$ cat src/rtl/lce_pkg.sv
package lce_pkg;

  localparam int KEY_W  = 64;
  localparam int POS_W  = 8;
  localparam int CNT_W  = 5;
  localparam int IN_W   = 192;
  localparam int OUT_W  = 72;
  localparam int CFG_W  = 5;

  typedef enum logic [1:0] {
    OP_INS_POS = 2'd0,
    OP_INS_NEG = 2'd1,
    OP_LOOKUP  = 2'd2,
    OP_TRIM    = 2'd3
  } opcode_t;

  typedef enum logic {
    REG_ENABLE = 1'b0,
    REG_LIMIT  = 1'b1
  } cfg_reg_t;

  typedef enum logic [2:0] {
    CMD_HOLD,
    CMD_REMOVE,
    CMD_PROMOTE,
    CMD_PUSH,
    CMD_DROP
  } cmd_kind_t;

  typedef enum logic [2:0] {
    S_IDLE,
    S_LOOK,
    S_ACT,
    S_PUSH,
    S_DROP,
    S_DONE
  } state_t;

  typedef struct packed {
    logic             valid;
    logic [KEY_W-1:0] key;
    logic [31:0]      handle;
    logic [31:0]      flags;
    logic [31:0]      expiry;
    logic             negative;
  } entry_t;

  typedef struct packed {
    cmd_kind_t        kind;
    logic [POS_W-1:0] pos;
    logic [POS_W-1:0] last;
  } cell_cmd_t;

endpackage

$ cat src/rtl/lce_cell.sv
module lce_cell #(
  parameter int IDX = 0
) (
  input  logic                  clk,
  input  logic                  rst_n,
  input  lce_pkg::cell_cmd_t    cmd,
  input  lce_pkg::entry_t       prev_entry,
  input  lce_pkg::entry_t       next_entry,
  input  lce_pkg::entry_t       new_entry,
  input  lce_pkg::entry_t       sel_entry,
  input  logic [lce_pkg::KEY_W-1:0] probe_key,
  output lce_pkg::entry_t       entry,
  output logic                  match
);
  import lce_pkg::*;

  localparam logic [POS_W-1:0] MY_IDX = POS_W'(IDX);

  entry_t ent_r, ent_nxt;

  assign entry = ent_r;
  assign match = ent_r.valid && (ent_r.key == probe_key);

  always_comb begin
    ent_nxt = ent_r;
    case (cmd.kind)
      CMD_REMOVE: begin
        if (MY_IDX >= cmd.pos) ent_nxt = next_entry;
      end
      CMD_PROMOTE: begin
        if (MY_IDX == '0) ent_nxt = sel_entry;
        else if (MY_IDX <= cmd.pos) ent_nxt = prev_entry;
      end
      CMD_PUSH: begin
        if (MY_IDX == '0) ent_nxt = new_entry;
        else ent_nxt = prev_entry;
      end
      CMD_DROP: begin
        if (MY_IDX == cmd.last) ent_nxt.valid = 1'b0;
      end
      default: ent_nxt = ent_r;
    endcase
  end

  always_ff @(posedge clk) begin
    if (!rst_n) ent_r.valid <= 1'b0;
    else ent_r <= ent_nxt;
  end

endmodule
$ cat config.mk
export PLATFORM = sky130hd
export DESIGN_NAME = lce_cell
export DESIGN_NICKNAME = d
export VERILOG_FILES = /design/src/rtl/lce_pkg.sv /design/src/rtl/lce_cell.sv
export SDC_FILE = /design/constraint.sdc
export NUM_CORES = 1
export LEC_CHECK = 0
export BUFFER_PORTS_ARGS = -buffer_cell sky130_fd_sc_hd__buf_2
export CORE_AREA = 8 8 346 348
export DETAILED_ROUTE_END_ITERATION = 6
export DIE_AREA = 0 0 354 356
export PLACE_DENSITY = 0.3
export SKIP_CTS_REPAIR_TIMING = 1
export SYNTH_ARGS = -nofsm -noshare
export SYNTH_HDL_FRONTEND = slang
export SYNTH_SLANG_ARGS = --single-unit
export TNS_END_PERCENT = 20
$ cat constraint.sdc
create_clock -name clk -period 17.84 [get_ports clk]
set_clock_uncertainty 0.1 [all_clocks]
set_input_delay 0.892 -clock clk [delete_from_list [all_inputs] [get_ports clk]]
set_output_delay 0.892 -clock clk [all_outputs]
set_load 0.02 [all_outputs]
* Word-level counts from Yosys, hierarchy flattened
Index checks and enable logic that the tools add are counted.
** Storage, ports and cells
- Flip-flop bits (word level) :: 162
- Input bits :: 733
- Word-level logic and storage cells :: 24
** Operators by class
- Muxes and demuxes :: 4
- Reductions and logical operators :: 6
- Equality and inequality tests :: 7
- Magnitude comparators :: 1
** Operators with widths (number)
- $pmux 161 s3 :: 1
- $mux 162 :: 1
- $eq 64x64->1 :: 1
- $ge 1x8->1 const A :: 1
- $logic_not 8->1 :: 1
- $eq 3x2->1 const B :: 2
- $reduce_and 3->1 :: 2
- $ne 2x2->1 const B :: 2
- $pmux 1 s4 :: 1
- $reduce_bool 4->1 :: 1
- $eq 3x1->1 const B :: 1
- $eq 3x3->1 const B :: 1
- $reduce_bool 3->1 :: 1
- $logic_and 1x1->1 :: 1
- $mux 1 :: 1

* Longest topological paths before layout
Gate-level depths: netlist of the first run.
- Depth in word-level cells :: 3
- Gate-level depth with buffers :: 8
- Gate-level depth less buffers :: 5

* Worst setup path before layout of the first run
No wires, ideal clock.
- Path kind :: input to register
- Start point :: in cmd[15] (netlist name)
- End point :: reg ent_r (netlist bit entry[0]) (enable)
- Setup slack :: -1.062 ns
- Required time :: 16.611 ns
- Stages :: 3
- Arrival time :: 17.673 ns
- Setup time :: 1.129 ns
- Buffers on the path :: 0
- Path through :: nor4_1 a2111oi_1 nor4b_1
** On the way
- Longest elaborated chain between the ends :: 3
** RTL lines
- from (decl) :: RTL line lce_cell.sv:6 : input lce_pkg::cell_cmd_t cmd,
- $ge 1x8->1 :: RTL line lce_cell.sv:28 : if (MY_IDX >= cmd.pos) ent_nxt = next_entry;
- $ne 2x2->1 (no line)
- $reduce_and 3->1 (no line)
- to (signal assigned) :: RTL line lce_cell.sv:47 : else ent_r <= ent_nxt;
- to (decl) :: RTL line lce_cell.sv:19 : entry_t ent_r, ent_nxt;
No other way between the ends.
A chain may end at the register's enable or synchronous reset.

* Worst setup path in the final report of the first run
- Start point :: in probe_key[47] (netlist name)
- End point :: out match
** On the way
- Longest elaborated chain between the ends :: 2
** RTL lines
- from (decl) :: RTL line lce_cell.sv:11 : input logic [lce_pkg::KEY_W-1:0] probe_key,
- $eq 64x64->1 :: RTL line lce_cell.sv:22 : assign match = ent_r.valid && (ent_r.key == probe_key);
- $logic_and 1x1->1 :: RTL line lce_cell.sv:22
- to (decl) :: RTL line lce_cell.sv:13 : output logic match
No other way between the ends.

==> results.md, run 1 <==
- Tcrit/Tclk final: 22.73%
- Hold_ws: 541.3 ps
- Hold path cells: 2
- Minimum clock period: 4055 ps
- Reg power frac: 41.5%
- Worst-path clk slew: 70 ps
- Synth warn: 0
- Critical path arrival: 3060 ps
- Port buffer count: 733
- Synthesized Nets: 1546
- Unique cell type count in the Yosys netlist: 30
- Die Footprint: 0.1260 sq mm
- # IOs: 896
- Starting Density: 7.950%
- Worst r2r path cells: 2
- Startpoint types: input pin
- DP HPWL: 67.21 mm
- Logic gate share of total power: 22.2%
- Status: finished clean
- Htree depth: 4
- RR Startpoint: entry[161]
- Most common cell in the netlist: mux2i_1
- HP Start: rst_n
- Top sig layer: met5
- DR iter-0 viols: 517
- Synth area leaders: edfxtp_1 53%, mux2i_1 18%, nand2_1 6.7%
- RSZ-0062 raised after global routing: false
- Final setup viols: 0
- First-pass GRT wire length: 98.30 mm
- Met3 Routed Length: 8.267 mm
- Dominant cell type by area after synthesis: edfxtp_1
- Final WL: 76.42 mm
- Met2 wire len: 35.48 mm
- Kind of end point of the critical path: primary output
- Max reg flops: 162
- Synthesized cell area: 0.009054 sq mm
- Routed WL per cell: 24.91 microns
- Post-Synthesis Cells: 813
- Synth Register Bits: 162
- Layout cells sized above 1: 50.49%
- Area of the multi-input gates: 0.003849 sq mm
- Clk root buf: clkbuf_16
- Final Hold Viols: 0
- Leakage: 6.637 nW
- Chip Height: 356 microns
- Reg2reg setup slack: 16710 ps
- MaxCap Viol Count: 0
- Hold path endpoint: entry[161]
- Syn_area_per_cell: 11.14 sq um
- Register area: 0.004855 sq mm
- Die X: 354 microns
- Setup_tns: 0 ps
- CP peak stage delay: 660 ps
- Power per cell area: 75.07 mW/mm^2
- Fin nets: 2258
- GPL Wtd Cong: 0.8695
- Fmax: 246.6 MHz
- Sequential fraction of the synthesis area: 53.62%
- Antenna Violating Nets Remaining: 0
- WP data required: 16850 ps
- Vias in the first global route: 10360
- Rel. slew slack: 39.41%
- DR pass1 iterations: 6
- Routed via count: 9715
- Clock share of power: 36.3%
- Synth async-reset ratio: 0%
- Clock sink count: 162
- Syn-to-layout area delta: 66.17%
- CTS tree: built
- Peak supply drop: 0.05176 mV
- Initial antenna violation count: 113
- Post-synth EDFFs: 161
- Worst r2r dst: entry[161]
- Worst slew pin tran: 900.5 ps
- Switching Power: 0.3563 mW
- Crit Path Category: in2out
- GR Overflow Total: 0
- DR vias/cell: 3.167
- Critical path's slowest cell: xnor2_1
- Cell Rows: 124
- Max-slew violations: 0
- Internal: 0.7730 mW
- Met1 wire length: 30.61 mm
- Synth top area share: 53.40%
- Core Region: 0.1139 sq mm
- Total GRT Usage: 11.57%
- Switching Share: 31.55%
- Most used DFF post-synth: edfxtp_1
- Num CTS Buffers: 17
- Hold Crit Class: in2reg
- Worst skew pair latency: 480 ps
- CP cell instances: buf_2, xnor2_1, nand4_1, nor4_1, nand4_1, nor4_1, buf_2
- Fillers: 13220
- Residual DRC: 0
- Pin count of the biggest net entering global routing: 81
- Bufs on Longest Clock Path: 2
- Worst-path fanout max: 2
- Synth top cells by count: 162 x mux2i_1, 161 x edfxtp_1, 161 x nand2_1
worst max-delay path: cells and delay by family:
kind	cells	cell delay [ps]
XOR/XNOR	1	660
AND/OR/NAND/NOR	4	1170
buffers and inverters	2	320
cells in the final DEF, fill, tap and decap left out, types with 3 or more instances in the layout:
| master | Yosys | final |
|---|---|---|
| mux2i_1 | 162 | 162 |
| a22oi_1 | 3 | 3 |
| nand4_1 | 11 | 11 |
| inv_1 | 11 | 11 |
| nor4_1 | 11 | 11 |
| o21ai_0 | 81 | 81 |
| xnor2_1 | 32 | 32 |
| clkbuf_16 | 0 | 17 |
| bufinv_16 | 0 | 3 |
| diode_2 | 0 | 19 |
| buf_2 | 27 | 732 |
| nand2_1 | 161 | 161 |
| edfxtp_1 | 161 | 161 |
| clkbuf_1 | 15 | 4 |
| buf_4 | 1 | 14 |
| o22ai_1 | 4 | 4 |
| xor2_1 | 23 | 23 |
| o21ai_1 | 81 | 81 |
routing by layer:
layer | vias to the layer above | global-route usage [%]
met4 | 54 | 3.044
li1 | 4423 | -
met5 | - | 0
met3 | 182 | 5.977
met1 | 4424 | 13.14
met2 | 632 | 19.08
through the flow:
stage / total power, mW / area (sq um) / std cells / setup slack (ps) / utilization [%]
2_1_floorplan: 0.5911 / 9060 / 813 / 6995 / -
3_3_place_gp: 0.7363 / 14420 / 3018 / 13600 / 12.66
3_5_place_dp: 0.7372 / 14420 / 3018 / 13640 / 12.66
4_1_cts: 1.167 / 15000 / 3049 / 13570 / 13.17
5_1_grt: 1.189 / 15020 / 3059 / 13610 / 13.19
6_report: 1.129 / 15040 / 3068 / 13790 / 13.21
how the worst max path moves through the flow:
stage	start	end	slack, ps	cells after the start
after floorplan	cmd[15]	entry[0]	6990	3
after global placement	probe_key[47]	match	13600	7
after detailed placement	probe_key[47]	match	13640	7
final	probe_key[47]	match	13790	7
after global routing	entry[144]	match	13610	6
after CTS	entry[144]	match	13570	6
cell type report:
class                      instances  area share (%)
multi-input combinational        586           25.58
clock inverter                    10          0.9065
sequential                       162           32.27
inverter                          11          0.2745
tap                             1512           12.57
antenna                           19          0.3160
clock buffer                      21           2.927
timing repair buffer             747           25.15
cells by family after synthesis:
| group | synth area share, % |
|---|---|
| AOI/OAI and AO/OA | 10.06 |
| xor gates and xnor gates | 5.321 |
| muxes | 17.91 |
| buffers and inverters | 4.118 |
| DFF | 53.62 |
| and+or+nand+nor | 8.969 |
power groups by stage:
stage | sequential [mW] | clock, mW | combinational [mW]
6_report | 0.469 | 0.410 | 0.250
5_1_grt | 0.472 | 0.442 | 0.275
4_1_cts | 0.470 | 0.437 | 0.259
3_5_place_dp | 0.478 | 0 | 0.259
3_3_place_gp | 0.478 | 0 | 0.258
2_1_floorplan | 0.508 | 0 | 0.0826
(Power assumes the default switching activity.)
==> run 2, diff against run 1 <==
clock period = 3.5 ns   (was 17.84 ns; I/O delays follow)
==> run 2 against run 1 <==
  * The run now ends with negative hold slack left
  * Final cell count increased by 10%
  * Clock power rose to 5.0 times the previous value
  * Flip-flop and latch count is the same
  * Wire length increased by 3.2%
  * Critical path type is now reg2out
==> results.md, run 2 (same netlist as run 1, synthesis figures left out) <==
- Status: finished, violations left
- Failing checks: negative hold slack
- Layout cells sized above 1: 43.00% (-7.5 points)
- Pin count of the biggest net entering global routing: 100 (+23%)
- Residual DRC: 0 (unchanged)
- Total power: 6.090 mW (+440%)
- Bufs on Longest Clock Path: 2 (unchanged)
- Non-Filler Instances: 3388 (+10%)
- Port buffer count: 733 (unchanged)
- Cell Rows: 124 (unchanged)
- Fin nets: 2578 (+14%)
- Critical path's slowest cell: edfxtp_1
- GPL Wtd Cong: 0.8248 (-5.1%)
- Area post-placement: 0.01465 sq mm (+1.6%)
- RSZ-0062 raised after global routing: false
- Clock sink count: 162 (unchanged)
- Hold Crit Class: in2reg
- Initial antenna violation count: 113 (unchanged)
- Starting Density: 7.950% (unchanged)
- Routed WL per cell: 23.27 microns (-6.6%)
- Total GRT Usage: 11.73% (+0.17 points)
- DR pass1 iterations: 5 (-1)
- Minimum clock period: 3124 ps
- Crit. Startpoint: entry[121]
- CP endpoint: match
- Dpl ws: -125.0 ps (-13770 ps)
- Setup WS post-layout: 376.4 ps (-13410 ps)
- DP HPWL: 67.67 mm (+0.69%)
- # IOs: 896 (unchanged)
- Commonest non-fill, non-tap cells in the layout: 732 x buf_2, 303 x dlygate4sd3_1, 162 x mux2i_1
- Switching Power: 1.910 mW (+440%)
- Power per cell area: 332.7 mW/mm^2 (+340%)
- Num CTS Buffers: 17 (unchanged)
- Syn-to-layout area delta: 102.2%
- Vias in the first global route: 10530 (+1.6%)
- CP cell instances: xnor2_1, nand4_1, nor4_4, nand4_1, nor4_2, buf_2
- Reg2reg setup slack: 2400 ps (-14310 ps)
- Worst-path clk slew: 70 ps (about the same)
- Htree depth: 4 (unchanged)
- Placed cells: 3035 (+0.56%)
- Worst-path fanout max: 2 (unchanged)
- GR Overflow Total: 0 (unchanged)
- Critical path arrival: 2850 ps (-210 ps)
- CP peak stage delay: 430 ps (-230 ps)
- Kind of end point of the critical path: primary output
- Clk root buf: clkbuf_16
- Fmax: 320.1 MHz
- Routed via count: 11060 (+14%)
- Rel. slew slack: 41.55% (+2.1 points)
- CTS tree: built
- Cell area after layout: 0.01830 sq mm (+22%)
- Commonest non-fill, non-tap cell in the layout: buf_2
- Die Footprint: 0.1260 sq mm (unchanged)
- Worst r2r path cells: 2 (unchanged)
- Switching Share: 31.37% (-0.17 points)
- Crit Path Category: reg2out
- Final setup viols: 0 (unchanged)
- WP data required: 3220 ps (-13630 ps)
- MaxCap Viol Count: 0 (unchanged)
- Worst skew pair latency: 510 ps (+30 ps)
- Internal: 4.179 mW (+440%)
- Logic gate share of total power: 27.4% (+5.2 points)
- Final WL: 78.85 mm (+3.2%)
- Most frequent CP cell: nand4_1
- Worst r2r dst: entry[161]
- DR iter-0 viols: 516 (-0.19%)
- Leakage: 8.042 nW (+21%)
- Antenna Violating Nets Remaining: 0 (unchanged)
- Max-slew violations: 0 (unchanged)
- Clock share of power: 33.4% (-2.9 points)
- Startpoint types: flip-flop
- Chip Height: 356 microns (unchanged)
- Tcrit/Tclk final: 89.25%
- First-pass GRT wire length: 99.37 mm (+1.1%)
- RR Startpoint: entry[161]
- Final Hold Viols: 1 (+1)
- DR vias/cell: 3.264 (+3.1%)
- Worst slew pin tran: 876.8 ps (-23.69 ps)
- Peak supply drop: 0.3368 mV (+550%)
- Core Region: 0.1139 sq mm (unchanged)
- Die X: 354 microns (unchanged)
- Reg power frac: 39.2% (-2.3 points)
- Hold_ws: -13.67 ps (-555.0 ps)
- Max reg flops: 162 (unchanged)
-- run 2: how the worst min path moves through the flow --
stage	from	to	depth (start not counted)
after floorplan	rst_n	entry[161]	1
after global placement	rst_n	entry[161]	2
after detailed placement	rst_n	entry[161]	2
after CTS	rst_n	entry[161]	2
after global routing	new_entry[105]	entry[105]	3
final	new_entry[106]	entry[106]	3
-- run 2: area by class of cell --
cell class,instances,area (sq um)
Clock buffer,22,444.2
Tap cell,1512,1892
Multi-Input combinational cell,586,3905
Inverter,11,41.29
Clock inverter,10,113.9
Timing Repair Buffer,1067,7007
Antenna cell,18,45.04
Fill cell,13040,95580
Sequential cell,162,4855
-- run 2: critical path, delay by kind of cell (launching register included) --
kind          cells  cell delay (ps)
simple gates      4             1330
flops             1              430
xor+xnor          1              340
buf+inv           1              230
-- run 2: layer usage --
layer	up-vias	GRT usage (%)	wire length (microns)
met3	196	6.487	8034
met1	5085	13.43	32600
met2	677	19.02	36070
met5	-	0	281
li1	5056	-	-
met4	46	2.850	1862
-- run 2: power by group through the flow --
stage / logic (mW) / clock network, mW / registers, mW
after global routing: 1.82 / 2.20 / 2.40
final: 1.67 / 2.03 / 2.38
after floorplan: 0.423 / 0 / 2.58
after global placement: 1.36 / 0 / 2.43
after detailed placement: 1.36 / 0 / 2.43
after CTS: 1.37 / 2.17 / 2.39
-- run 2: through the flow --
step	setup TNS [ps]	util, %
6_report	0	16.07
5_1_grt	0	16.05
4_1_cts	-755.0	13.35
3_5_place_dp	-125.0	12.86
3_3_place_gp	-106.2	12.86
2_1_floorplan	-453110	-
